## src/design/kmne_pkg.sv

```systemverilog
// Shared constants and types for the key matrix MIDI note encoder.
package kmne_pkg;

  localparam int PIN_COUNT_DEF  = 10;
  localparam int NOTE_COUNT_DEF = 88;

  localparam int KEY_IN_W = 7;
  localparam int NOTE_W   = 7;

  // input selector codes
  localparam logic [1:0] MODE_SAMPLE = 2'd0;
  localparam logic [1:0] MODE_LOAD   = 2'd1;
  localparam logic [1:0] MODE_LEARN  = 2'd2;

  // configuration register indexes
  localparam logic REG_MIDI_CHANNEL  = 1'b0;
  localparam logic REG_NOTE_VELOCITY = 1'b1;

  localparam logic [7:0] STATUS_NOTE_ON  = 8'h90;
  localparam logic [7:0] STATUS_NOTE_OFF = 8'h80;
  localparam logic [7:0] PITCH_OFFSET    = 8'd21;
  localparam logic [6:0] VELOCITY_RESET  = 7'd10;

  // notes skipped while learning (pitches 23, 49, 82)
  localparam logic [7:0] SKIP_NOTE_A = 8'd2;
  localparam logic [7:0] SKIP_NOTE_B = 8'd28;
  localparam logic [7:0] SKIP_NOTE_C = 8'd61;

  localparam logic KIND_MIDI   = 1'b0;
  localparam logic KIND_RECORD = 1'b1;

  typedef struct packed {
    logic              level;
    logic [NOTE_W-1:0] note;
  } key_entry_t;

endpackage

```

## src/design/key_matrix_midi_note_encoder_core.sv

```systemverilog
// Key matrix to MIDI note encoder: key state memory, read-modify-write pipe and byte emitter.
//
// Input channel in_*: one word per key sample, map load or learn start (in_tuser = mode).
// Output channel out_*: MIDI bytes (out_tuser = 0) or learned mapping records (out_tuser = 1),
// out_tlast marks the final word caused by an input word.
// Configuration: cfg_we with cfg_index 0 sets the MIDI channel, 1 sets the velocity.
//
// Pipeline: an accepted word reads the key memory into a register, then the modify stage
// modifies the entry and writes it back, forwarding a write to the same key from the word
// just before. The first result word is registered in the emitter when the modify stage
// fires. Words that cause no result go through at one per cycle while the modify stage is
// not held. A note event gives three output words; a word that would emit waits in the
// modify stage until the previous event's last word is being taken, since all events share
// the single output port. A learned record gives one output word.
// Reset clears all key levels and mappings at once through per-key flags; no sweep is
// needed. When the receiver stalls, the output word holds, a word in the modify stage
// that would emit waits, and in_tready drops while such a word is held there.
module key_matrix_midi_note_encoder_core
  import kmne_pkg::*;
#(
  parameter int PIN_COUNT  = PIN_COUNT_DEF,
  parameter int NOTE_COUNT = NOTE_COUNT_DEF
) (
  input  logic        clk,
  input  logic        rst_n,
  input  logic        in_tvalid,
  output logic        in_tready,
  input  logic [15:0] in_tdata,   // key_index[6:0], level[7], note_index[14:8]
  input  logic [1:0]  in_tuser,   // mode[1:0]
  output logic        out_tvalid,
  input  logic        out_tready,
  output logic [23:0] out_tdata,  // byte_value[7:0], map_key[14:8], map_note[21:15]
  output logic        out_tuser,  // kind[0]
  output logic        out_tlast,
  input  logic        cfg_we,
  input  logic        cfg_index,
  input  logic [6:0]  cfg_wdata
);

  localparam int KEY_COUNT = PIN_COUNT * (PIN_COUNT - 1);
  localparam int KEY_W     = $clog2(KEY_COUNT);

  // configuration
  logic [3:0] chan_r;
  logic [6:0] vel_r;

  always_ff @(posedge clk) begin
    if (!rst_n) begin
      chan_r <= 4'd0;
      vel_r  <= VELOCITY_RESET;
    end else if (cfg_we) begin
      unique case (cfg_index)
        REG_MIDI_CHANNEL:  chan_r <= cfg_wdata[3:0];
        REG_NOTE_VELOCITY: vel_r  <= cfg_wdata;
      endcase
    end
  end

  // input fields
  logic [KEY_IN_W-1:0] in_key;
  logic                in_lvl;
  logic [NOTE_W-1:0]   in_note;
  logic                in_acc;
  logic                in_key_ok;
  logic [KEY_W-1:0]    in_a;

  assign in_key    = in_tdata[6:0];
  assign in_lvl    = in_tdata[7];
  assign in_note   = in_tdata[14:8];
  assign in_acc    = in_tvalid && in_tready;
  assign in_key_ok = {1'b0, in_key} < 8'(KEY_COUNT);
  assign in_a      = KEY_W'(in_key);

  // key memory and per-key flags
  key_entry_t                 mem [KEY_COUNT];
  key_entry_t                 mem_rd_r;
  logic [KEY_COUNT-1:0]       vld_r;
  logic [KEY_COUNT-1:0]       mapped_r;
  logic                       mem_we;
  key_entry_t                 wr_data;

  // modify stage
  logic                s1_v_r;
  logic [1:0]          s1_mode_r;
  logic [KEY_IN_W-1:0] s1_key_r;
  logic                s1_lvl_r;
  logic [NOTE_W-1:0]   s1_note_r;
  logic                s1_key_ok_r;
  logic                s1_hit_r;
  key_entry_t          fwd_r;
  logic [KEY_W-1:0]    s1_a;
  logic                s1_fire;

  logic                learning_r;
  logic [NOTE_W-1:0]   next_note_r;

  // emitter
  logic [1:0]          cnt_r;
  logic [7:0]          out_byte_r;
  logic [6:0]          out_key_r;
  logic [6:0]          out_note_r;
  logic                out_kind_r;
  logic                out_last_r;
  logic [7:0]          pitch_r;
  logic [7:0]          velb_r;
  logic                emit_free;

  key_entry_t cur;
  logic       map_bit;
  logic       note_ok;
  logic       set_map;
  logic       emit_rec;
  logic       emit_midi;
  logic       learn_start;
  logic       emits;
  logic [7:0] adv_n;
  logic [7:0] status_b;
  logic [7:0] pitch_b;

  assign s1_a    = KEY_W'(s1_key_r);
  assign cur     = s1_hit_r ? fwd_r
                 : ((s1_key_ok_r && vld_r[s1_a]) ? mem_rd_r : '0);
  assign map_bit = s1_key_ok_r && mapped_r[s1_a];
  assign note_ok = {1'b0, s1_note_r} < 8'(NOTE_COUNT);

  always_comb begin
    mem_we      = 1'b0;
    wr_data     = cur;
    set_map     = 1'b0;
    emit_rec    = 1'b0;
    emit_midi   = 1'b0;
    learn_start = 1'b0;
    unique case (s1_mode_r)
      MODE_LEARN: learn_start = 1'b1;
      MODE_LOAD: begin
        if (s1_key_ok_r && note_ok) begin
          mem_we       = 1'b1;
          wr_data.note = s1_note_r;
          set_map      = 1'b1;
        end
      end
      MODE_SAMPLE: begin
        if (s1_key_ok_r && (cur.level != s1_lvl_r)) begin
          mem_we        = 1'b1;
          wr_data.level = s1_lvl_r;
          if (learning_r) begin
            if (s1_lvl_r && !map_bit) begin
              wr_data.note = next_note_r;
              set_map      = 1'b1;
              emit_rec     = 1'b1;
            end
          end else if (map_bit) begin
            emit_midi = 1'b1;
          end
        end
      end
      default: ;
    endcase
  end

  // next learned note, skipping the three reserved notes in order
  always_comb begin
    adv_n = {1'b0, next_note_r} + 8'd1;
    if (adv_n == SKIP_NOTE_A) adv_n = adv_n + 8'd1;
    if (adv_n == SKIP_NOTE_B) adv_n = adv_n + 8'd1;
    if (adv_n == SKIP_NOTE_C) adv_n = adv_n + 8'd1;
  end

  assign status_b  = (s1_lvl_r ? STATUS_NOTE_ON : STATUS_NOTE_OFF) | {4'd0, chan_r};
  assign pitch_b   = {1'b0, cur.note} + PITCH_OFFSET;
  assign emits     = emit_rec || emit_midi;
  assign emit_free = (cnt_r == 2'd0) || ((cnt_r == 2'd1) && out_tready);
  assign s1_fire   = s1_v_r && (!emits || emit_free);
  assign in_tready = !s1_v_r || s1_fire;

  // memory: read on accept, write back from the modify stage
  always_ff @(posedge clk) begin
    if (s1_fire && mem_we) mem[s1_a] <= wr_data;
    if (in_acc && in_key_ok) mem_rd_r <= mem[in_a];
  end

  always_ff @(posedge clk) begin
    if (!rst_n) begin
      vld_r    <= '0;
      mapped_r <= '0;
    end else if (s1_fire) begin
      if (mem_we) vld_r[s1_a] <= 1'b1;
      if (learn_start) mapped_r <= '0;
      else if (set_map) mapped_r[s1_a] <= 1'b1;
    end
  end

  always_ff @(posedge clk) begin
    if (!rst_n) begin
      s1_v_r <= 1'b0;
    end else if (in_acc) begin
      s1_v_r <= 1'b1;
    end else if (s1_fire) begin
      s1_v_r <= 1'b0;
    end
  end

  // a write leaving now is not seen by the read issued at the same edge
  always_ff @(posedge clk) begin
    if (in_acc) begin
      s1_mode_r   <= in_tuser;
      s1_key_r    <= in_key;
      s1_lvl_r    <= in_lvl;
      s1_note_r   <= in_note;
      s1_key_ok_r <= in_key_ok;
      s1_hit_r    <= s1_fire && mem_we && in_key_ok && (s1_key_r == in_key);
      fwd_r       <= wr_data;
    end
  end

  always_ff @(posedge clk) begin
    if (!rst_n) begin
      learning_r  <= 1'b0;
      next_note_r <= '0;
    end else if (s1_fire) begin
      if (learn_start) begin
        learning_r  <= 1'b1;
        next_note_r <= '0;
      end else if (emit_rec) begin
        next_note_r <= adv_n[6:0];
        if (adv_n >= 8'(NOTE_COUNT)) learning_r <= 1'b0;
      end
    end
  end

  // output sequencer: cnt_r is the number of words still to go, current one included
  always_ff @(posedge clk) begin
    if (!rst_n) begin
      cnt_r <= 2'd0;
    end else if (s1_fire && emits) begin
      cnt_r <= emit_midi ? 2'd3 : 2'd1;
    end else if (out_tvalid && out_tready) begin
      cnt_r <= cnt_r - 2'd1;
    end
  end

  always_ff @(posedge clk) begin
    if (s1_fire && emits) begin
      out_kind_r <= emit_rec ? KIND_RECORD : KIND_MIDI;
      out_last_r <= emit_rec;
      out_byte_r <= emit_rec ? 8'd0 : status_b;
      out_key_r  <= emit_rec ? s1_key_r : 7'd0;
      out_note_r <= emit_rec ? next_note_r : 7'd0;
      pitch_r    <= pitch_b;
      velb_r     <= {1'b0, vel_r};
    end else if (out_tvalid && out_tready) begin
      if (cnt_r == 2'd3) begin
        out_byte_r <= pitch_r;
      end else if (cnt_r == 2'd2) begin
        out_byte_r <= velb_r;
        out_last_r <= 1'b1;
      end
    end
  end

  assign out_tvalid = cnt_r != 2'd0;
  assign out_tdata  = {2'b00, out_note_r, out_key_r, out_byte_r};
  assign out_tuser  = out_kind_r;
  assign out_tlast  = out_last_r;

  a_last_on_final: assert property (@(posedge clk) disable iff (!rst_n)
    out_tvalid |-> (out_tlast == (cnt_r == 2'd1)))
    else $error("tlast does not match the final word of a burst");

  a_burst_is_midi: assert property (@(posedge clk) disable iff (!rst_n)
    (cnt_r == 2'd3 || cnt_r == 2'd2) |-> (out_kind_r == KIND_MIDI))
    else $error("multi-word burst carrying a mapping record");

  a_no_overrun: assert property (@(posedge clk) disable iff (!rst_n)
    (s1_fire && emits) |-> (cnt_r == 2'd0 || (cnt_r == 2'd1 && out_tready)))
    else $error("new event loaded over a pending output word");

  a_learn_bound: assert property (@(posedge clk) disable iff (!rst_n)
    learning_r |-> ({1'b0, next_note_r} < 8'(NOTE_COUNT)))
    else $error("learning with next note out of range");

  a_state_held_on_stall: assert property (@(posedge clk) disable iff (!rst_n)
    (s1_v_r && !s1_fire) |=> (s1_v_r && $stable(s1_key_r) && $stable(mapped_r)))
    else $error("modify stage changed while stalled");

endmodule
```

## config.mk

```make
export PLATFORM = sky130hd
export DESIGN_NAME = key_matrix_midi_note_encoder_core
export DESIGN_NICKNAME = d
export VERILOG_FILES = /design/src/design/kmne_pkg.sv /design/src/design/key_matrix_midi_note_encoder_core.sv
export SDC_FILE = /design/constraint.sdc
export NUM_CORES = 1
export LEC_CHECK = 0
export ABC_CLOCK_PERIOD_IN_PS = 13080
export BUFFER_PORTS_ARGS = -buffer_cell sky130_fd_sc_hd__buf_2
export CAP_MARGIN = 20
export CORE_MARGIN = 8
export CORE_UTILIZATION = 50
export DETAILED_ROUTE_END_ITERATION = 8
export GPL_ROUTABILITY_DRIVEN = 0
export MAX_ROUTING_LAYER = met4
export PLACE_DENSITY = 0.66
export SKIP_LAST_GASP = 1
export SYNTH_ARGS = -nofsm -noshare
export SYNTH_HDL_FRONTEND = slang
export SYNTH_SLANG_ARGS = --single-unit
```

## constraint.sdc

```tcl
create_clock -name clk -period 13.08 [get_ports clk]
set_input_delay 0 -clock clk [delete_from_list [all_inputs] [get_ports clk]]
set_output_delay 0 -clock clk [all_outputs]
set_load 0.05 [all_outputs]
```

==> results_dict.tcl, run 1 <==
set metrics [dict create \
    cp_max_fo 91 \
    remaining_drc_errors 0 \
    hpwlAfterDp_mm 59.2 \
    synth_seq_cells 996 \
    drtIter0Drc 2631 \
    nets 2836 \
    synth_edf_count 794 \
    hold_slack_ps 67.8 \
    hold-path-endpoint "s1_note_r[6]" \
    rsz0062_at_grt "no" \
    grt_start_max_net_pins 113 \
    cp-start-kind "register" \
    tns_ps 0 \
    synth_most_common_cell "edfxtp_1" \
    drv_cap 0 \
    synth_area_sq_um 41700 \
    coreArea_sq_um 83000 \
    initial_core_util_pct 50.2 \
    finalHoldViolations 0 \
    cts_sinks 996 \
    cts_made_buffers 102 \
    pin_count 59 \
    run_status "finished clean" \
    post_cts_buffers 0 \
    wl_per_cell_um 24.7 \
    die_w_um 305 \
    min_period_ps 5810 \
    synth-main-ff-cell "edfxtp_1" \
    cts_max_path_buffers 3 \
    endpoint_kind "register" \
    synth_top_area_share_pct 57.2 \
    io_buffer_count 55 \
    ys_warn_count 0 \
    avgSynthCellArea_sq_um 15.5 \
    num_vias 23982 \
    drive_gt1_share_pct 24.0 \
    rr_startpoint "s1_a[1]" \
    rows 106 \
    cts_resized 0 \
    leakage_nw 15.5 \
    clkTransAtPathRegs_ps 60 \
    grt_overflow 0 \
    r2r_slack_ps 7270 \
    peakVddDrop_uv 103 \
    setup_viol 0 \
    yosysTopAreaCell "edfxtp_1" \
    drt_wl_total_mm 97.8 \
    hold_path.class "primary input to register" \
    reg2reg_depth 11 \
    synth_seq_area_share_pct 66.9 \
    grt_pass1_vias 24008 \
    dieArea_sq_um 92800 \
    r2r_end "mem[35][5]" \
    vias_per_cell 6.05 \
    hold_depth 2 \
    root_buffer "clkbuf_16" \
    h-tree-depth 3 \
    relSlewSlack_pct 21.3 \
    postSynthCellCount 2682 \
    track_usage_pct 21.4 \
    holdCritStartpoint "in_tdata[14]" \
    antenna_left 0 \
    antenna_found_initial 4 \
    firstDrtPassIters 5 \
    critPathRequiredTime_ps 13380 \
    worstMarginPinSlew_ps 1180 \
    clk-insertion-delay-late_ps 680 \
    timing.fmax_mhz 172 \
    clock-skew-final_ps 31.7 \
    ys_top_cells_by_area "edfxtp_1 57%, mux4_2 12%, dfxtp_1 9.7%" \
    ctsHoldBuffers 42 \
    critPathKind "register to register" \
    die_y_um 305 \
    fin_crit_sh_pct 44.4 \
    power_density_nw_per_um2 144 \
    cts_tree "built" \
    synth_common_cells "794 x edfxtp_1, 324 x nand2_1, 215 x mux4_2, 202 x dfxtp_1, 146 x clkbuf_1" \
    async_flop_share_pct 0 \
    grt_pass1_wl_mm 150 \
    synthDistinctLibCells 71 \
    synthToLayoutAreaGrowth_pct 13.4 \
    slew_violations 0 \
    arrival_ps 6110 \
]
==> worst max-delay path, stage by stage (launching register included) <==
cell and delay [ps]:
edfxtp_1 350, buf_4 690, mux4_2 610, mux2_2 310, a22oi_1 240, o2111ai_1 210
nor4b_4 560, nand2_2 330, a2111oi_4 680, buf_4 310, and2_1 180, or3_4 700
==> metrics by stage <==
stage               util [%]  setup slack, ps  std cells  power, W  instance area [sq um]
finish                  56.9             7270       3962   0.00680                  47300
CTS                     56.8             7200       3947   0.00684                  47100
detailed placement      52.2             7220       3713   0.00391                  43300
global placement        52.1             7240       3700   0.00390                  43300
global route            56.9             6850       3962   0.00698                  47300
floorplan                  -             7500       2683   0.00379                  41700
==> kinds of logic after synthesis <==
family                     count (synthesis)  synth area share [%]
and+or+nand+nor                          703                  7.65
muxes                                    321                  14.2
xor gates and xnor gates                  22                 0.462
adders and majority gates                 12                 0.360
buffers and inverters                    234                  2.38
DFF                                      996                  66.9
AOI/OAI and AO/OA                        393                  7.98
other                                      1               0.00900
==> flip-flops by register name (all words and copies together) (netlist names), 7 cells and up <==
name         flops
fwd_r            8
mapped_r        90
next_note_r      7
s1_note_r        7
out_note_r       7
mem_rd_r         8
pitch_r          8
vel_r            7
out_byte_r       8
velb_r           7
vld_r           90
out_key_r        7
s1_a             7
mem            720
==> worst max-delay path by stage <==
| stage | from | end | slack [ps] |
|---|---|---|---|
| after CTS | s1_a[1] | mem[6][3] | 7200 |
| after detailed placement | s1_a[1] | mem[6][5] | 7220 |
| after floorplan | s1_a[0] | fwd_r[0] | 7500 |
| final | s1_a[1] | mem[35][5] | 7270 |
| after global placement | s1_a[1] | mem[27][0] | 7240 |
| after global routing | s1_a[1] | mem[13][4] | 6850 |
==> metal layers <==
| layer | vias up | wire [um] | global-route usage (%) |
|---|---|---|---|
| met5 | - | 0 | - |
| met4 | 0 | 2650 | 6.13 |
| met3 | 192 | 6140 | 3.08 |
| met2 | 892 | 46600 | 33.4 |
| met1 | 12239 | 42400 | 29.4 |
| li1 | 10659 | - | - |
==> cells in the final DEF (no fill, tap or decap), types with 85 or more instances in the layout <==
cell type  netlist  routed
nand2_1        324     323
o21ai_0        119     119
mux2i_1         85      85
clkbuf_16        0     107
edfxtp_1       794     794
nand3_1        113     113
mux4_2         215     215
dfxtp_1        202     202
buf_4            3     101
nor3_1          91      87
==> layout make-up <==
class	instances	area (sq um)
fillers	6311	35800
flip-flops and latches	996	27900
multi-input cells	1453	12900
clock buffers	142	2860
repair buffers	221	1630
well taps	1080	1350
clock inverters	50	538
inverters	19	71.3
diodes	1	2.50
==> power breakdown <==
part | switching [W] | internal, W | total, W
registers | 0.0000113 | 0.00345 | 0.00346
logic | 0.000272 | 0.000124 | 0.000396
clock network | 0.00120 | 0.00174 | 0.00294
total | 0.00148 | 0.00532 | 0.00680
No activity file was read; power rests on OpenSTA's default activity.
==> run 2, diff against run 1 <==
Settings changed: ABC_CLOCK_PERIOD_IN_PS 13080 to 4670, PLACE_DENSITY 0.66 to 0.68.
Clock period 13.08 ns to 4.67 ns, I/O delays scaled along.
==> run 2 against run 1 <==
Clock skew is 1.8 ps higher. Via count grew 2.2%. Cell area grew 1.4%. Core utilization up 0.80 points. First-iteration DRC count up 7.8%. Setup slack got worse by 7200 ps. Combinational power grew to 3.0 times the previous value. Critical endpoint is now in_tready.
==> results_dict.tcl, run 2 (synthesized netlist as in run 1, its figures left out) <==
set metrics [dict create \
    layout_commonest_cell "edfxtp_1" \
    finalHoldViolations 0 \
    hold-path-endpoint "chan_r[2]" \
    pwr-share-seq_pct 51.9 \
    nets 2896 \
    endpoint_kind "primary output" \
    clock_power_share_pct 41.8 \
    h-tree-depth 3 \
    crit_slowest_cell "edfxtp_1" \
    remaining_drc_errors 0 \
    largest_reg_flops 720 \
    initial_core_util_pct 50.2 \
    internal-power_w 0.0146 \
    wl_per_cell_um 25.3 \
    fin_area_sq_um 47900 \
    largestRegisters "mem (720), mapped_r (90), vld_r (90)" \
    hold_depth 4 \
    arrival_ps 4610 \
    root_buffer "clkbuf_16" \
    most-common-layout-cells "794 x edfxtp_1, 323 x nand2_1, 215 x mux4_2" \
    power_density_nw_per_um2 390 \
    hold_path.class "primary input to register" \
    gr-usage-met3_pct 4.06 \
    critPathRequiredTime_ps 4670 \
    grt_start_max_net_pins 115 \
    r2r_end "mem[41][6]" \
    peakVddDrop_uv 329 \
    min_period_ps 4610 \
    relSlewSlack_pct 24.1 \
    holdCritStartpoint "cfg_index" \
    coreArea_sq_um 83000 \
    setup_viol 0 \
    drive_gt1_share_pct 25.9 \
    hold_slack_ps 53.7 \
    clock-skew-final_ps 33.4 \
    use_met2_pct 35.0 \
    clkTransAtPathRegs_ps 60 \
    cp-start-kind "register" \
    swShare_pct 22.1 \
    run_status "finished clean" \
    grt_pass1_vias 24561 \
    cts_max_path_buffers 3 \
    grt_overflow 0 \
    cp_top_family "simple AND/OR/NAND/NOR gates" \
    cp_max_fo 7 \
    slowest_delay_ps 650 \
    track_usage_pct 22.0 \
    cts_sinks 996 \
    reg2reg_depth 12 \
    vias_per_cell 6.10 \
    dieArea_sq_um 92800 \
    worstMarginPinSlew_ps 1140 \
    rows 106 \
    drv_cap 0 \
    use_met1_pct 29.2 \
    drtIter0Drc 2837 \
    antenna_left 0 \
    gr-max-usage-layer "met2" \
    synthToLayoutAreaGrowth_pct 15.0 \
    path_cells "mux4_2, mux2_2, a22oi_1, o2111ai_2, nor4b_4, nand2_4, a21bo_2, nor3_1, buf_4, inv_1, buf_2" \
    leakage_nw 15.8 \
    timing.fmax_mhz 217 \
    io_buffer_count 55 \
    antenna_found_initial 3 \
    p_switching_w 0.00413 \
    fin_crit_sh_pct 98.7 \
    die_y_um 305 \
    placed_area_sq_um 44200 \
    critPathBufInv 3 \
    critPathKind "register to primary output" \
    num_vias 24518 \
    clk-insertion-delay-late_ps 680 \
    slew_violations 0 \
    firstDrtPassIters 6 \
    pwr-share-comb_pct 6.4 \
    die_w_um 305 \
    drt_wl_total_mm 102 \
    cts_tree "built" \
    hpwlAfterDp_mm 64.4 \
    rr_startpoint "s1_a[0]" \
    r2r_slack_ps 130 \
    rsz0062_at_grt "yes" \
    largest_register "mem" \
    pin_count 59 \
    grt_pass1_wl_mm 153 \
    cts_made_buffers 101 \
]
[run 2: final cells by class]
cell class,count,area [sq um]
Antenna cell,1,2.50
Clock buffer,145,2870
Clock inverter,44,354
Fill cell,6241,35100
Inverter,19,71.3
Multi-Input combinational cell,1455,13000
Sequential cell,996,27900
Tap cell,1080,1350
Timing Repair Buffer,280,2380
[run 2: stage by stage]
step                total power [W]  util [%]  TNS (ps)  cells  setup slack (ps)
finish                       0.0187      57.7         0   4020              58.8
detailed placement           0.0110      53.3         0   3783               109
CTS                          0.0188      57.6         0   4013              63.0
global placement             0.0110      53.2         0   3782               272
floorplan                    0.0106         -    -99250   2683              -545
global route                 0.0192      57.7     -21.3   4020             -21.3
[run 2: worst min-delay path: stages]
cell and delay [ps]:
buf_2 180, nand2b_1 280, mux2i_1 110, nor2b_1 100
[run 2: repair_timing]
action / CTS / global route
hold buffers: 41 / 0
gates resized for setup: 0 / 1
endpoints found under the setup margin: 0 / 408
hold endpoints to repair: 98 / 0
buffers inserted: 0 / 0
[run 2: power by group through the flow]
| stage | Sequential, W | Combinational, W | Clock (W) |
|---|---|---|---|
| floorplan | 0.00988 | 0.000742 | 0 |
| global placement | 0.00987 | 0.00111 | 0 |
| detailed placement | 0.00987 | 0.00115 | 0 |
| CTS | 0.00969 | 0.00118 | 0.00793 |
| global route | 0.00969 | 0.00126 | 0.00827 |
| finish | 0.00969 | 0.00119 | 0.00781 |
[run 2: worst max-delay path by stage]
stage / startpoint / end / slack, ps / cells after the start
after CTS: s1_a[0] / mem[25][1] / 60 / 10
after detailed placement: s1_a[0] / mem[25][1] / 110 / 10
after global placement: s1_a[0] / mem[29][1] / 270 / 10
final: s1_a[0] / in_tready / 60 / 11
after floorplan: s1_a[1] / fwd_r[0] / -550 / 12
after global routing: s1_a[0] / in_tready / -20 / 11
[run 2: per-layer routing]
metal  up-vias  part of all wire [%]
li1      10799                     -
met3       193                   8.1
met5         -                     0
met2      1039                    48
met1     12487                    41
met4         0                   2.7
